<file path="src/hw/rtl/assert_macros.svh">
// assertion helpers, clocked on clk and held off while arst_n is low
`ifndef ASSERT_MACROS_SVH
`define ASSERT_MACROS_SVH

`ifndef SYNTHESIS

`define HMS_ASSERT(label, prop, msg) \
	label: assert property (@(posedge clk) disable iff (!arst_n) prop) else $error(msg);

`define HMS_ASSERT_NEXT(label, pre, post, msg) \
	label: assert property (@(posedge clk) disable iff (!arst_n) (pre) |=> (post)) \
		else $error(msg);

`else

`define HMS_ASSERT(label, prop, msg)

`define HMS_ASSERT_NEXT(label, pre, post, msg)

`endif

`endif

</file>
<file path="src/hw/rtl/hms_pkg.sv">
package hms_pkg;

	localparam int DATA_W       = 32;
	localparam int CFG_W        = 6;
	localparam int CFG_IDX_W    = 2;
	localparam int POS_W        = CFG_W + 1;
	localparam int SIZE_LIMIT   = (1 << CFG_W) - 1;
	localparam int DEF_MAX_SIZE = 62;

	localparam logic [CFG_IDX_W-1:0] REG_SIZE_X = 2'd0;
	localparam logic [CFG_IDX_W-1:0] REG_SIZE_Y = 2'd1;
	localparam logic [CFG_IDX_W-1:0] REG_SIZE_Z = 2'd2;

	// weighted sum 14c + 2(zm+zp) + six stays below 24 * 2^(DATA_W-1)
	localparam int SUM_W = DATA_W + 5;

	// (|sum| + 12) >> 3 is then divided by three through a reciprocal
	localparam int QUO_IN_W = DATA_W + 1;
	localparam int QUO_LO_W = QUO_IN_W / 2;
	localparam int QUO_HI_W = QUO_IN_W - QUO_LO_W;
	localparam logic [63:0] RECIP_WIDE = ((64'd1 << (QUO_IN_W + 1)) / 64'd3) + 64'd1;
	localparam logic [QUO_IN_W-1:0] RECIP = RECIP_WIDE[QUO_IN_W-1:0];

	localparam int QUEUE_DEPTH = 8;
	localparam int LEVEL_W     = $clog2(QUEUE_DEPTH + 1);

	typedef logic signed [DATA_W-1:0] sample_t;
	typedef logic signed [SUM_W-1:0]  sum_t;

	typedef struct packed {
		sum_t sum;
		logic last;
	} job_t;

	function automatic logic [CFG_W-1:0] clamp_size(logic [CFG_W-1:0] value,
			logic [CFG_W-1:0] limit);
		return (value > limit) ? limit : value;
	endfunction

endpackage

</file>
<file path="src/hw/rtl/hms_queue.sv">
`include "assert_macros.svh"

module hms_queue import hms_pkg::*; (
	input  logic               clk,
	input  logic               arst_n,
	input  logic               push,
	input  job_t               job_in,
	input  logic               pop,
	output job_t               job_out,
	output logic               nonempty,
	output logic [LEVEL_W-1:0] level
);

	localparam int QA_W = (QUEUE_DEPTH > 1) ? $clog2(QUEUE_DEPTH) : 1;

	job_t               mem [QUEUE_DEPTH];
	logic [QA_W-1:0]    wr_q, rd_q;
	logic [LEVEL_W-1:0] level_q;

	always_ff @(posedge clk) begin
		if (push) begin
			mem[wr_q] <= job_in;
		end
	end

	always_ff @(posedge clk or negedge arst_n) begin
		if (!arst_n) begin
			wr_q    <= '0;
			rd_q    <= '0;
			level_q <= '0;
		end else begin
			if (push) begin
				wr_q <= (wr_q == QA_W'(QUEUE_DEPTH - 1)) ? '0 : wr_q + QA_W'(1);
			end
			if (pop) begin
				rd_q <= (rd_q == QA_W'(QUEUE_DEPTH - 1)) ? '0 : rd_q + QA_W'(1);
			end
			if (push && !pop) begin
				level_q <= level_q + LEVEL_W'(1);
			end else if (pop && !push) begin
				level_q <= level_q - LEVEL_W'(1);
			end
		end
	end

	assign job_out  = mem[rd_q];
	assign nonempty = (level_q != '0);
	assign level    = level_q;

	`HMS_ASSERT(a_no_overflow, push |-> level_q != LEVEL_W'(QUEUE_DEPTH), "queue overflow")
	`HMS_ASSERT(a_no_underflow, pop |-> level_q != '0, "pop from empty queue")
	`HMS_ASSERT_NEXT(a_level_grows, push && !pop, level_q == $past(level_q) + LEVEL_W'(1), "queue level lost a word")

endmodule

</file>
<file path="config.mk">
export PLATFORM = sky130hd
export DESIGN_NAME = hms_queue
export DESIGN_NICKNAME = d
export VERILOG_FILES = /design/src/hw/rtl/hms_pkg.sv /design/src/hw/rtl/hms_queue.sv
export VERILOG_INCLUDE_DIRS = /design/src /design/src/hw/rtl
export SDC_FILE = /design/constraint.sdc
export NUM_CORES = 1
export LEC_CHECK = 0
export BUFFER_PORTS_ARGS = -buffer_cell sky130_fd_sc_hd__buf_4
export CORE_MARGIN = 3
export CORE_UTILIZATION = 40
export DETAILED_ROUTE_END_ITERATION = 6
export PLACE_DENSITY = 0.65
export SETUP_SLACK_MARGIN = 0.4
export SLEW_MARGIN = 5
export SYNTH_ARGS = -nofsm -noshare
export SYNTH_HDL_FRONTEND = slang
export SYNTH_SLANG_ARGS = --single-unit
</file>
<file path="constraint.sdc">
create_clock -name clk -period 3.5 [get_ports clk]
set_clock_uncertainty 0.15 [all_clocks]
set_input_delay 0.7 -clock clk [delete_from_list [all_inputs] [get_ports clk]]
set_output_delay 0.7 -clock clk [all_outputs]
set_load 0.02 [all_outputs]
</file>
==> impl_metrics.ini <==
[status]
outcome = complete, no violations

[hold_path]
hold-path-cell-count = 1
hp-class = in2reg
worstHoldStart = job_in[33]
hold_end = mem[6][33]$_DFFE_PP_

[detailed_routing]
dr.max_layer_used = met5
drc = 0
vias = 5476
wl_met3_um = 1720
m1WireLength_um = 9820
ant_nets = 0
wl_met2_um = 12000
wire_per_inst_um = 22.8
first_pass_iters = 4
drt_iter0_drc = 385
drt-total-wl_um = 23900
vias_per_cell = 5.23

[pwr]
pwr-share-seq = 0.386
switching_share = 0.294
ir_drop_mv = 0.440
p_comb_frac = 0.372
p_int_mw = 9.13
p_clk_frac = 0.242
leakage_nw = 4.93
power_switching_mw = 3.80
p_total_mw = 12.9
power.density_nw_per_um2 = 876

[timing]
tightest_slew_ns = 0.715
finalSetupViolations = 0
min_period_ns = 3.14
maxSlewHeadroom = 0.523
fin_setup_tns_ns = 0
finalHoldViolCount = 0
maxSlewViolCount = 0
fmax_mhz = 319
period_share = 0.897
rsz0062_at_grt = true

[finish]
nNetsFinal = 686
multi_input_area_um2 = 2660
area_growth_pct = 22.0
num_antenna_cells = 0
final_cell_mix = 304 x edfxtp_1, 82 x buf_4, 76 x mux4_2
mostFrequentLayoutCell = edfxtp_1
drive_gt1_frac = 0.444
seqCellArea_um2 = 9390
n_fill_cell = 2313

[clock_network]
clk_root_buffer_cell = clkbuf_16
clkLatencyLatePin_ns = 0.54
cts_tree = done
h-tree-depth = 1
clock-sinks = 314
clk_pin_slew_worst_paths_ns = 0.06
numCtsBuffers = 31
cts_max_path_buffers = 3

[synth]
ys_types = 27
syn_inst = 505
yosys_register_bits = 314
yosysSeqAreaShare = 0.775
yosys_warnings = 0
synth.cell_area_um2 = 12100
syn_nets = 555
avgSynthCellArea_um2 = 24.0

[global_route]
grt_use_total = 0.148
grt_max_degree = 39
grt_antenna_before_repair = 1
grt_pass1_wl_um = 36900
first_global_vias = 5998
grt_overflow_total = 0

[place]
port_buffers = 84
dpl.hpwl_um = 13400
gp_congestion = 0.711

[setup_path]
rr_endpoint = mem[0][35]$_DFFE_PP_
path_class = reg2out
r2r_slack_ns = 1.32
max_stage_delay_ns = 0.50
cp-end-kind = primary output
reg2reg_from = wr_q[2]$_DFFE_PN0P_
arrival_ns = 2.29
crit_chain = buf_12, clkbuf_16, mux4_2, mux2_4, buf_6
crit_slowest_cell = mux4_2
crit_fanout = 8
setup.worst_path.start_class = flop
required_ns = 2.65
worst_r2r_path_depth = 3

[die]
dieArea_um2 = 32400
initial_core_util = 0.407
fp.dieW_um = 180
placementRows = 63
pin_count = 85
die_y_um = 180
core_um2 = 29700

[job]
cap_violations = 0
-- cell families (layout without fill, tap and decap cells) --
family                   after synthesis  after routing  share of synthesized area
multiplexers                         120            120                      0.185
XOR/XNOR                               2              2                    0.00145
buffers and inverters                 27            180                     0.0141
AO/OA/AOI/OAI                          8              8                    0.00424
flip-flops                           314            314                      0.775
AND/OR/NAND/NOR                       26             26                     0.0108
adder cells (fa/ha/maj)                8              8                    0.00889
-- flip-flops by register name (all words and copies together) (netlist names) --
register and count:
rd_q 3, mem 304, wr_q 3, level 4
-- per-layer routing --
| metal | global-route usage | up-vias |
|---|---|---|
| met2 | 0.245 | 178 |
| met4 | 0.0343 | 2 |
| met3 | 0.0316 | 26 |
| li1 | - | 2408 |
| met5 | 0 | - |
| met1 | 0.205 | 2862 |
-- power groups by stage --
stage          clock network [mW]  logic [mW]  registers, mW
6_report                     3.12        4.81           5.00
3_5_place_dp                    0        4.14           5.22
4_1_cts                      3.19        4.57           5.01
2_1_floorplan                   0        2.85           4.96
3_3_place_gp                    0        4.08           5.17
5_1_grt                      3.36        5.14           5.06
-- per-stage QoR --
step           hold slack, ns  cell area [µm²]  utilization  worst slack (ns)  cells
2_1_floorplan           0.254            12100            -             0.486    505
3_3_place_gp            0.375            13400        0.450             0.613    977
3_5_place_dp            0.389            13400        0.450             0.594    977
4_1_cts                 0.212            14500        0.489             0.311   1042
5_1_grt                 0.220            14800        0.497             0.291   1048
6_report                0.237            14800        0.497             0.362   1048
-- cells in the mapped netlist --
library cell | number | share of area
fa_1 | 1 | 0.0017
a2111o_1 | 1 | 0.00093
mux2i_1 | 1 | 0.00083
buf_2 | 10 | 0.0041
nor2_1 | 8 | 0.0025
edfxtp_1 | 304 | 0.75
ha_1 | 7 | 0.0072
clkbuf_1 | 7 | 0.0022
buf_6 | 1 | 0.00093
nor3_1 | 3 | 0.0012
o211ai_1 | 2 | 0.0012
or3_1 | 1 | 0.00052
inv_1 | 4 | 0.0012
xnor2_1 | 2 | 0.0014
buf_1 | 2 | 0.00062
mux4_2 | 76 | 0.14
mux2_4 | 10 | 0.012
or4_1 | 2 | 0.0012
buf_12 | 3 | 0.0050
nand2b_1 | 2 | 0.0010
nand3b_1 | 3 | 0.0019
nand2_1 | 5 | 0.0016
nand3_1 | 2 | 0.00083
dfrtp_1 | 10 | 0.021
a21oi_1 | 2 | 0.00083
mux2_2 | 33 | 0.031
o21ai_0 | 3 | 0.0012
-- how the worst max path moves through the flow --
stage | cells past startpoint | slack (ns) | from | endpoint
floorplan | 2 | 0.49 | push | mem[2][0]$_DFFE_PP_
global placement | 4 | 0.61 | rd_q[0]$_DFFE_PN0P_ | job_out[33]
detailed placement | 4 | 0.59 | rd_q[0]$_DFFE_PN0P_ | job_out[36]
CTS | 5 | 0.31 | rd_q[0]$_DFFE_PN0P_ | job_out[34]
global route | 5 | 0.29 | rd_q[0]$_DFFE_PN0P_ | job_out[10]
finish | 5 | 0.36 | rd_q[0]$_DFFE_PN0P_ | job_out[10]
-- cell type report --
class	count	area share
well taps	390	0.0331
flip-flops and latches	314	0.636
repair buffers	121	0.0846
clock buffers	38	0.0543
clock inverters	17	0.0110
inverters	4	0.00102
multi-input cells	164	0.180
-- critical path, delay by kind of cell (launching register included) --
family	cells	cell delay, ns
flip-flops	1	0.45
multiplexers	2	0.79
buffers and inverters	3	0.49
-- what timing repair did --
item                       4_1_cts  5_1_grt
hold endpoints to repair        10        0
cloned                           1        4
pin swaps                        0        0
setup endpoints to repair       38       38
hold buffers                     1        0
setup buffers                    8        2
resized for setup               14       28
Power figures use the tool's default switching activity.
