**src/hw/rtl/assert_macros.svh**
```systemverilog
// assertion helpers, clocked on clk and held off while arst_n is low
`ifndef ASSERT_MACROS_SVH
`define ASSERT_MACROS_SVH

`ifndef SYNTHESIS

`define HMS_ASSERT(label, prop, msg) \
	label: assert property (@(posedge clk) disable iff (!arst_n) prop) else $error(msg);

`define HMS_ASSERT_NEXT(label, pre, post, msg) \
	label: assert property (@(posedge clk) disable iff (!arst_n) (pre) |=> (post)) \
		else $error(msg);

`else

`define HMS_ASSERT(label, prop, msg)

`define HMS_ASSERT_NEXT(label, pre, post, msg)

`endif

`endif

```
**src/hw/rtl/hms_pkg.sv**
```systemverilog
package hms_pkg;

	localparam int DATA_W       = 32;
	localparam int CFG_W        = 6;
	localparam int CFG_IDX_W    = 2;
	localparam int POS_W        = CFG_W + 1;
	localparam int SIZE_LIMIT   = (1 << CFG_W) - 1;
	localparam int DEF_MAX_SIZE = 62;

	localparam logic [CFG_IDX_W-1:0] REG_SIZE_X = 2'd0;
	localparam logic [CFG_IDX_W-1:0] REG_SIZE_Y = 2'd1;
	localparam logic [CFG_IDX_W-1:0] REG_SIZE_Z = 2'd2;

	// weighted sum 14c + 2(zm+zp) + six stays below 24 * 2^(DATA_W-1)
	localparam int SUM_W = DATA_W + 5;

	// (|sum| + 12) >> 3 is then divided by three through a reciprocal
	localparam int QUO_IN_W = DATA_W + 1;
	localparam int QUO_LO_W = QUO_IN_W / 2;
	localparam int QUO_HI_W = QUO_IN_W - QUO_LO_W;
	localparam logic [63:0] RECIP_WIDE = ((64'd1 << (QUO_IN_W + 1)) / 64'd3) + 64'd1;
	localparam logic [QUO_IN_W-1:0] RECIP = RECIP_WIDE[QUO_IN_W-1:0];

	localparam int QUEUE_DEPTH = 8;
	localparam int LEVEL_W     = $clog2(QUEUE_DEPTH + 1);

	typedef logic signed [DATA_W-1:0] sample_t;
	typedef logic signed [SUM_W-1:0]  sum_t;

	typedef struct packed {
		sum_t sum;
		logic last;
	} job_t;

	function automatic logic [CFG_W-1:0] clamp_size(logic [CFG_W-1:0] value,
			logic [CFG_W-1:0] limit);
		return (value > limit) ? limit : value;
	endfunction

endpackage

```
**src/hw/rtl/hms_out_if.sv**
```systemverilog
interface hms_out_if import hms_pkg::*; ();
	logic    valid;
	logic    ready;
	sample_t result;
	logic    last;

	modport source (output valid, output result, output last, input ready);
	modport sink (input valid, input result, input last, output ready);
endinterface

```
**src/hw/rtl/hms_back.sv**
```systemverilog
module hms_back import hms_pkg::*; (
	input  logic     clk,
	input  logic     arst_n,
	input  logic     job_valid,
	input  job_t     job,
	output logic     pop,
	hms_out_if.source results
);

	localparam int ROUND_BIAS = 12;
	localparam int DIV8_SHIFT = 3;
	localparam int PL_W       = QUO_LO_W + QUO_IN_W;
	localparam int PH_W       = QUO_HI_W + QUO_IN_W;
	localparam int PROD_W     = QUO_IN_W + QUO_IN_W;
	localparam logic [DATA_W-1:0] SAT_HI = {1'b0, {(DATA_W-1){1'b1}}};

	logic                en;
	logic [SUM_W-1:0]    mag, mag_rnd;
	logic [DATA_W-1:0]   quo;

	logic                v_b1_q, v_b2_q, v_b3_q, out_valid_q;
	logic                neg_b1, neg_b2, neg_b3;
	logic                last_b1, last_b2, last_b3, last_q;
	logic [QUO_IN_W-1:0] x_b1;
	logic [PL_W-1:0]     pl_b2;
	logic [PH_W-1:0]     ph_b2;
	logic [PROD_W-1:0]   prod_b3;
	logic [DATA_W-1:0]   result_q;

	// whole pipeline moves together unless the output word is held
	assign en  = !out_valid_q || results.ready;
	assign pop = en && job_valid;

	assign mag     = job.sum[SUM_W-1] ? SUM_W'(-job.sum) : SUM_W'(job.sum);
	assign mag_rnd = mag + SUM_W'(ROUND_BIAS);
	assign quo     = prod_b3[PROD_W-1:QUO_IN_W+1];

	always_ff @(posedge clk or negedge arst_n) begin
		if (!arst_n) begin
			v_b1_q      <= 1'b0;
			v_b2_q      <= 1'b0;
			v_b3_q      <= 1'b0;
			out_valid_q <= 1'b0;
		end else if (en) begin
			v_b1_q      <= job_valid;
			v_b2_q      <= v_b1_q;
			v_b3_q      <= v_b2_q;
			out_valid_q <= v_b3_q;
		end
	end

	// divide by 24: shift out 8, then multiply by the reciprocal of three in two halves
	always_ff @(posedge clk) begin
		if (en) begin
			x_b1    <= mag_rnd[QUO_IN_W+DIV8_SHIFT-1:DIV8_SHIFT];
			neg_b1  <= job.sum[SUM_W-1];
			last_b1 <= job.last;

			pl_b2   <= x_b1[QUO_LO_W-1:0] * RECIP;
			ph_b2   <= x_b1[QUO_IN_W-1:QUO_LO_W] * RECIP;
			neg_b2  <= neg_b1;
			last_b2 <= last_b1;

			prod_b3 <= {ph_b2, {QUO_LO_W{1'b0}}} + PROD_W'(pl_b2);
			neg_b3  <= neg_b2;
			last_b3 <= last_b2;

			result_q <= neg_b3 ? (~quo + DATA_W'(1)) : ((quo > SAT_HI) ? SAT_HI : quo);
			last_q   <= last_b3;
		end
	end

	assign results.valid  = out_valid_q;
	assign results.result = result_q;
	assign results.last   = last_q;

endmodule

```
**src/flat_wrapper.sv**
```systemverilog
// flat-port wrapper written by rule: the top's interface ports become plain ports
module hms_back_flat import hms_pkg::*;
  (clk, arst_n, job_valid, job, pop, results_valid, results_result, results_last, results_ready);
  hms_out_if results_i ();
  input  logic clk;
  input  logic arst_n;
  input  logic job_valid;
  input  job_t job;
  output logic pop;
  output wire logic [$bits(results_i.valid)-1:0] results_valid;
  output wire logic [$bits(results_i.result)-1:0] results_result;
  output wire logic [$bits(results_i.last)-1:0] results_last;
  input wire logic [$bits(results_i.ready)-1:0] results_ready;
  assign results_valid = results_i.valid;
  assign results_result = results_i.result;
  assign results_last = results_i.last;
  assign results_i.ready = results_ready;
  hms_back u_core (.clk(clk), .arst_n(arst_n), .job_valid(job_valid), .job(job), .pop(pop), .results(results_i));
endmodule
```
**config.mk**
```make
export PLATFORM = sky130hd
export DESIGN_NAME = hms_back_flat
export DESIGN_NICKNAME = d
export VERILOG_FILES = /design/src/hw/rtl/assert_macros.svh /design/src/hw/rtl/hms_pkg.sv /design/src/hw/rtl/hms_out_if.sv /design/src/hw/rtl/hms_back.sv /design/src/flat_wrapper.sv
export SDC_FILE = /design/constraint.sdc
export NUM_CORES = 1
export LEC_CHECK = 0
export ABC_CLOCK_PERIOD_IN_PS = 8000
export BUFFER_PORTS_ARGS = -buffer_cell sky130_fd_sc_hd__buf_2
export CORE_ASPECT_RATIO = 2
export CORE_UTILIZATION = 45
export CTS_CLUSTER_SIZE = 20
export DETAILED_ROUTE_END_ITERATION = 10
export HOLD_SLACK_MARGIN = 0.03
export SLEW_MARGIN = 5
export SYNTH_ARGS = -nofsm -noshare
export SYNTH_HDL_FRONTEND = slang
export SYNTH_SLANG_ARGS = --single-unit
```
**constraint.sdc**
```tcl
create_clock -name clk -period 8 [get_ports clk]
set_input_delay 0.8 -clock clk [delete_from_list [all_inputs] [get_ports clk]]
set_output_delay 0.8 -clock clk [all_outputs]
set_load 0.02 [all_outputs]
```
==> metrics.md, run 1 <==
| Metric | Value |
|---|---|
| Routed WL | `43,700 um` |
| Post-synthesis sequential area ratio | `28.7%` |
| CP peak stage delay | `0.59 ns` |
| Hold Buf Count CTS | `0` |
| Starting Density | `45.5%` |
| Max cap viols | `0` |
| RSZ-0062 raised after global routing | `false` |
| N_diodes | `0` |
| CTS tree | `done` |
| Hpwl dp | `between 30,000 and 40,000 um` |
| Final worst path period share | `85.8%` |
| Clock latency on the worst-skew pair | `0.46 ns` |
| Most common cell after layout, fill and taps aside | `inv_1` |
| CP max-delay cell | `fa_1` |
| Share of cells above drive strength 1 | `7.24%` |
| HP Class | `in -> async` |
| Syn_area_per_cell | `10.5 um2` |
| Crit path max fanout | `13` |
| #FFs+latches synth | `~190` |
| Synth async-reset ratio | `2.12%` |
| Site Rows | `108` |
| Most frequent cells in the layout | `inv_1 (332), ha_1 (280), edfxtp_1 (185), fa_1 (176), nor2_1 (94)` |
| Number of buffers created by CTS | `17` |
| Post-Syn Nets | `2,381` |
| Critical path endpoint category | `register` |
| Initial DRC count | `between 500 and 600` |
| CORE AREA | `0.0432 mm2` |
| Final setup violation count | `0` |
| Max H-tree Level | `4` |
| Chip Width | `150 um` |
| CP Launch Type | `register` |
| Worst path arrival time | `7.06 ns` |
| Clk slew on worst S/H paths | `0.07 ns` |
| Hold Vio Cnt, Final | `0` |
| WL per Instance | `17.4 um` |
| Final min period | `around 6.9 ns` |
| Max-slew violation count | `0` |
| Number of synthesized flops with an enable pin | `approximately 190` |
| Vias per cell | `between 5 and 6` |
| Post_cts resized | `0` |
| Post-CTS setup buffers | `0` |
| Yosys warning count | `0` |
| GR Overflow Total | `0` |
| Status | `complete, no violations` |
| Total number of vias | `13,557` |
| First-pass GRT wire length | `71,700 um` |
| CP most frequent cell | `fa_1` |
| IO Pins | `77` |
| Vias in the first global route | `14,725` |
| Port bufs | `76` |
| Fill cell count | `4,040` |
| DR DRC count | `0` |
| Synth unique cells | `80` |
| Clk_skew | `0.0157 ns` |
| Drt pass-1 iters | `6` |
| Nets | `2,445` |
| Slew margin rel. | `about 25%` |
| P&R area growth vs syn | `7.76%` |
| Clk sinks | `approximately 190` |
| CTS root buf | `clkbuf_16` |
| Placer Congestion | `0.887` |
| Synth Flop Type | `edfxtp_1` |
| Deepest clock path buffer count | `2` |
| Mapped Area | `0.0197 mm2` |
| Slew @ Worst Pin | `1.12 ns` |
| Antenna viol nets, final | `0` |
| Max Clock Freq | `around 150 MHz` |
| Largest net degree at the start of global routing | `67` |
| CP Class | `reg -> reg` |
| Setup TNS | `0 ns` |
| Die height | `298 um` |
| Worst EP required | `a little over 8 ns` |
| Gr usage total | `a little over a fifth` |
| Initial antenna violation count | `0` |
| Die ar. | `0.0446 mm2` |
| Cell breakdown of the critical path | `ha_1, inv_1, fa_1, inv_1, fa_1, inv_1, fa_1, fa_1, inv_1, fa_1, ha_1, a21o_1, a221oi_1, o21bai_1, a21oi_1, o21ai_1, a221o_1, o41ai_1, o21ai_0, xor2_1` |
| Mapped Cells | `1,883` |
-- cell usage after synthesis (10+ instances only) --
master	number	area, um2
clkbuf_1	30	113
nand4_1	25	156
edfxtp_1	185	5560
and3_1	14	87.6
o21ai_0	41	205
a211oi_1	19	143
a31oi_1	18	113
ha_1	280	3500
xnor2_1	92	806
nor3_1	47	235
o31ai_1	12	90.1
a21o_1	32	240
or4_1	10	75.1
or3_1	11	68.8
nand3_1	32	160
nor4_1	11	68.8
nand2_1	80	300
xor2_1	49	429
o211ai_1	10	75.1
mux2i_1	10	100
a21oi_1	90	450
fa_1	176	3520
inv_1	332	1250
nor2_1	94	353
o21a_1	20	150
-- layer usage --
layer	up-vias	share of wire [%]	GRT usage, %
met1	6558	34	18.9
met4	0	4.1	9.21
met5	-	0	0
met3	82	2.0	2.17
li1	6677	-	-
met2	240	60	43.9
-- state kept, by name (all words and copies together) (netlist names) --
| name | cells |
|---|---|
| u_core.ph_b2 | 49 |
| u_core.x_b1 | 33 |
| u_core.pl_b2 | 32 |
| u_core.prod_b3 | 32 |
| u_core.results.result | 32 |
| u_core.last_b1 | 1 |
| u_core.last_b2 | 1 |
| u_core.last_b3 | 1 |
| u_core.neg_b1 | 1 |
| u_core.neg_b2 | 1 |
| u_core.neg_b3 | 1 |
| u_core.results.last | 1 |
| u_core.results.valid | 1 |
| u_core.v_b1_q | 1 |
| u_core.v_b2_q | 1 |
| u_core.v_b3_q | 1 |
-- worst paths after layout --
kind | end | slack, ns | cells after the start | start
worst max register to register | u_core.pl_b2[46] | 1.14 | 20 | u_core.x_b1[1]
worst max-delay path | u_core.pl_b2[46] | 1.14 | 20 | u_core.x_b1[1]
worst min register to register | u_core.results.last | 0.42 | 0 | u_core.last_b3
worst min-delay path | u_core.results.valid | 0.14 | 1 | arst_n
min in group clk | u_core.results.last | 0.42 | 0 | u_core.last_b3
max in group asynchronous | u_core.v_b1_q | 7.74 | 1 | arst_n
-- critical path, delay by kind of cell, from the launching register on --
family,cells,cell delay (ns)
adder cells (fa/ha/maj),7,3.41
AO/OA/AOI/OAI,8,2.18
flip-flops,1,0.46
buffers and inverters,4,0.40
XOR/XNOR,1,0.16
-- stage by stage --
step | hold WS (ns) | setup slack [ns] | utilization, % | instances | area [um2]
5_1_grt | 0.126 | 0.673 | 49.1 | 2510 | 21200
2_1_floorplan | 0.400 | 0.494 | - | 1883 | 19700
4_1_cts | 0.119 | 1.12 | 49.1 | 2510 | 21200
6_report | 0.145 | 1.14 | 49.1 | 2510 | 21200
3_5_place_dp | 0.407 | 1.14 | 47.8 | 2478 | 20700
3_3_place_gp | 0.400 | 1.23 | 47.8 | 2478 | 20700
-- logic make-up (layout without fill, tap and decap cells) --
family | count (synthesis) | after routing | share of synthesized area (%)
AO/OA/AOI/OAI | 323 | 323 | 11.1
buffers and inverters | 369 | 446 | 7.09
adder cells (fa/ha/maj) | 459 | 459 | 35.8
flip-flops | 189 | 189 | 28.7
AND/OR/NAND/NOR | 384 | 384 | 10.0
multiplexers | 18 | 18 | 0.966
XOR/XNOR | 141 | 141 | 6.27
-- area by class of cell --
class / instances / area (um2) / share of cell area, %
clock buffers: 19 / 433 / 2.04
clock inverters: 13 / 123 / 0.578
inverters: 332 / 1250 / 5.87
multi-input cells: 1325 / 12600 / 59.6
flip-flops and latches: 189 / 5660 / 26.7
well taps: 550 / 688 / 3.24
repair buffers: 82 / 425 / 2.01
Power of run 1 is not shown: default switching activity piles up to over one toggle a cycle in this logic, so the estimate is an artifact.
==> inputs of run 2 (changes only) <==
Settings changed: ABC_AREA set to 1.
==> metrics.md, run 2 <==
| Metric | Value |
|---|---|
| Status | `complete, no violations` |
| Drt pass-1 iters | `5 (-1)` |
| Initial antenna violation count | `0 (unchanged)` |
| First-pass GRT wire length | `94,900 um (+32%)` |
| Cell with the most instances after synthesis | `inv_1` |
| Cell taking the most area after synthesis | `edfxtp_1` |
| Post-CTS setup buffers | `0 (unchanged)` |
| Hpwl dp | `53,300 um (+42%)` |
| RSZ-0062 raised after global routing | `false` |
| Number of synthesized flops with an enable pin | `185 (unchanged)` |
| CTS root buf | `clkbuf_16` |
| Crit path max fanout | `11 (-2)` |
| Synth top area cells | `edfxtp_1 (25%), fa_1 (16%), ha_1 (16%)` |
| WL per Instance | `17.4 um (about the same)` |
| Nets | `3,313 (+36%)` |
| Slew margin rel. | `24.6% (-0.80 points)` |
| Placer Congestion | `0.954 (+7.5%)` |
| Fill cell count | `4,817 (+19%)` |
| Worst path arrival time | `6.51 ns (-0.55 ns)` |
| Deepest clock path buffer count | `2 (unchanged)` |
| Slew @ Worst Pin | `1.12 ns (+0.00172 ns)` |
| #FFs+latches synth | `189 (unchanged)` |
| Initial DRC count | `690 (+34%)` |
| Die ar. | `0.0506 mm2 (+13%)` |
| Post-Syn Nets | `3,230 (+36%)` |
| Total number of vias | `17,912 (+32%)` |
| Synth unique cells | `46 (-43%)` |
| Clk slew on worst S/H paths | `0.08 ns (about the same)` |
| Max H-tree Level | `4 (unchanged)` |
| CP Launch Type | `register` |
| Share of cells above drive strength 1 | `6.33% (-0.92 points)` |
| Most frequent cells in the layout | `inv_1 (544), nand2_1 (521), ha_1 (280), nor2_1 (277), edfxtp_1 (185)` |
| Synth top area share | `24.9% (-3.3 points)` |
| Chip Width | `160 um (+6.4%)` |
| Starting Density | `45.5% (about the same)` |
| Synth async-reset ratio | `2.12% (unchanged)` |
| DR DRC count | `0 (unchanged)` |
| Port bufs | `76 (unchanged)` |
| Mapped Cells | `2,732 (+45%)` |
| Gr usage total | `24.5% (+3.7 points)` |
| CTS tree | `done` |
| Die height | `317 um (+6.5%)` |
| Site Rows | `115 (+6.5%)` |
| Max Clock Freq | `159 MHz (+9.1%)` |
| CP Class | `reg -> reg` |
| Final min period | `6.29 ns (-0.573 ns)` |
| IO Pins | `77 (unchanged)` |
| Synth Flop Type | `edfxtp_1` |
| Max cap viols | `0 (unchanged)` |
| Number of buffers created by CTS | `17 (unchanged)` |
| Antenna viol nets, final | `0 (unchanged)` |
| Routed WL | `60,400 um (+38%)` |
| Final worst path period share | `78.6% (-7.2 points)` |
| Post-synthesis sequential area ratio | `25.3% (-3.4 points)` |
| Clk_skew | `0.0172 ns (+0.00154 ns)` |
| Hold Vio Cnt, Final | `0 (unchanged)` |
| Vias in the first global route | `19,079 (+30%)` |
| Biggest register | `u_core.ph_b2` |
| CORE AREA | `0.0491 mm2 (+13%)` |
| Top flop regs | `u_core.ph_b2 x49, u_core.x_b1 x33` |
| Most common cell after layout, fill and taps aside | `inv_1` |
| N_diodes | `0 (unchanged)` |
| Yosys warning count | `0 (unchanged)` |
| GR Overflow Total | `0 (unchanged)` |
| Syn_area_per_cell | `8.18 um2 (-22%)` |
| Worst EP required | `8.22 ns (+0.03 ns)` |
| Clock latency on the worst-skew pair | `0.47 ns (about the same)` |
| Largest net degree at the start of global routing | `74 (+10%)` |
| Final setup violation count | `0 (unchanged)` |
| Hold Buf Count CTS | `0 (unchanged)` |
| Top cells by count, synth | `inv_1 (545), nand2_1 (521), ha_1 (280)` |
| Vias per cell | `5.16 (-4.5%)` |
| Setup TNS | `0 ns (unchanged)` |
| Post_cts resized | `0 (unchanged)` |
| Max reg flops | `49 (unchanged)` |
| Mapped Area | `0.0223 mm2 (+13%)` |
| Critical path endpoint category | `register` |
| Max-slew violation count | `0 (unchanged)` |
| HP Class | `in -> async` |
| Clk sinks | `189 (unchanged)` |
| P&R area growth vs syn | `7.61%` |
==> run 2: cell count changes in the layout (fill, tap and decap cells not counted), moves of 61 or more <==
cell | before | now
nand3_1 | 32 | 116
nand2_1 | 80 | 521
a21oi_1 | 90 | 155
inv_1 | 332 | 544
xnor2_1 | 92 | 31
nor2_1 | 94 | 277
==> run 2: area by class of cell <==
type	instances	area, um2	area share [%]
Clock buffer	18	429	1.79
Clock inverter	14	131	0.547
Inverter	554	2080	8.67
Multi-Input combinational cell	1971	14500	60.4
Sequential cell	189	5660	23.5
Tap cell	643	805	3.35
Timing Repair Buffer	82	425	1.77
==> run 2: through the flow <==
stage / cell area, um2 / util, % / hold slack [ns] / setup WS, ns / cells
after global routing: 24000 / 49.0 / 0.110 / 1.26 / 3471
after floorplan: 22300 / - / 0.400 / 2.16 / 2732
final: 24000 / 49.0 / 0.127 / 1.71 / 3471
after CTS: 24000 / 49.0 / 0.101 / 1.67 / 3471
after global placement: 23500 / 47.8 / 0.408 / 1.84 / 3439
after detailed placement: 23500 / 47.8 / 0.419 / 1.70 / 3439
==> run 2: routing by layer <==
layer | vias to the layer above | global-route usage [%] | share of wire (%)
met5 | - | 0 | 0
met3 | 153 | 2.19 | 1.5
met4 | 0 | 18.1 | 7.6
met1 | 8455 | 19.9 | 32
met2 | 342 | 52.5 | 59
li1 | 8962 | - | -
==> run 2: final timing paths <==
check,from,endpoint,slack [ns],cells after the start
worst max-delay path,u_core.x_b1[30],u_core.ph_b2[36],1.71,18
worst min-delay path,arst_n,u_core.v_b3_q,0.13,1
worst min register to register,u_core.last_b1,u_core.last_b2,0.43,0
max in group asynchronous,arst_n,u_core.results.valid,7.76,1
min in group clk,u_core.last_b1,u_core.last_b2,0.43,0
worst max register to register,u_core.x_b1[30],u_core.ph_b2[36],1.71,18
==> run 2: critical path, stage by stage, from the launching register on <==
cell      delay (ns)
edfxtp_1        0.43
ha_1            0.26
ha_1            0.34
a21oi_1         0.28
inv_1           0.14
fa_1            0.63
inv_1           0.16
fa_1            0.55
fa_1            0.53
fa_1            0.49
inv_1           0.04
ha_1            0.48
inv_1           0.15
nor2_2          0.22
nand3_1         0.09
o21ai_1         0.83
nand3_1         0.20
nand3_1         0.13
nand2_1         0.06
==> run 2: cell families after synthesis <==
group	synth area share [%]
buf+inv	9.74
fa+ha+maj	31.5
simple gates	20.4
compound gates	8.56
flops	25.3
xor+xnor	4.54
Power of run 2 is left out for the same reason.
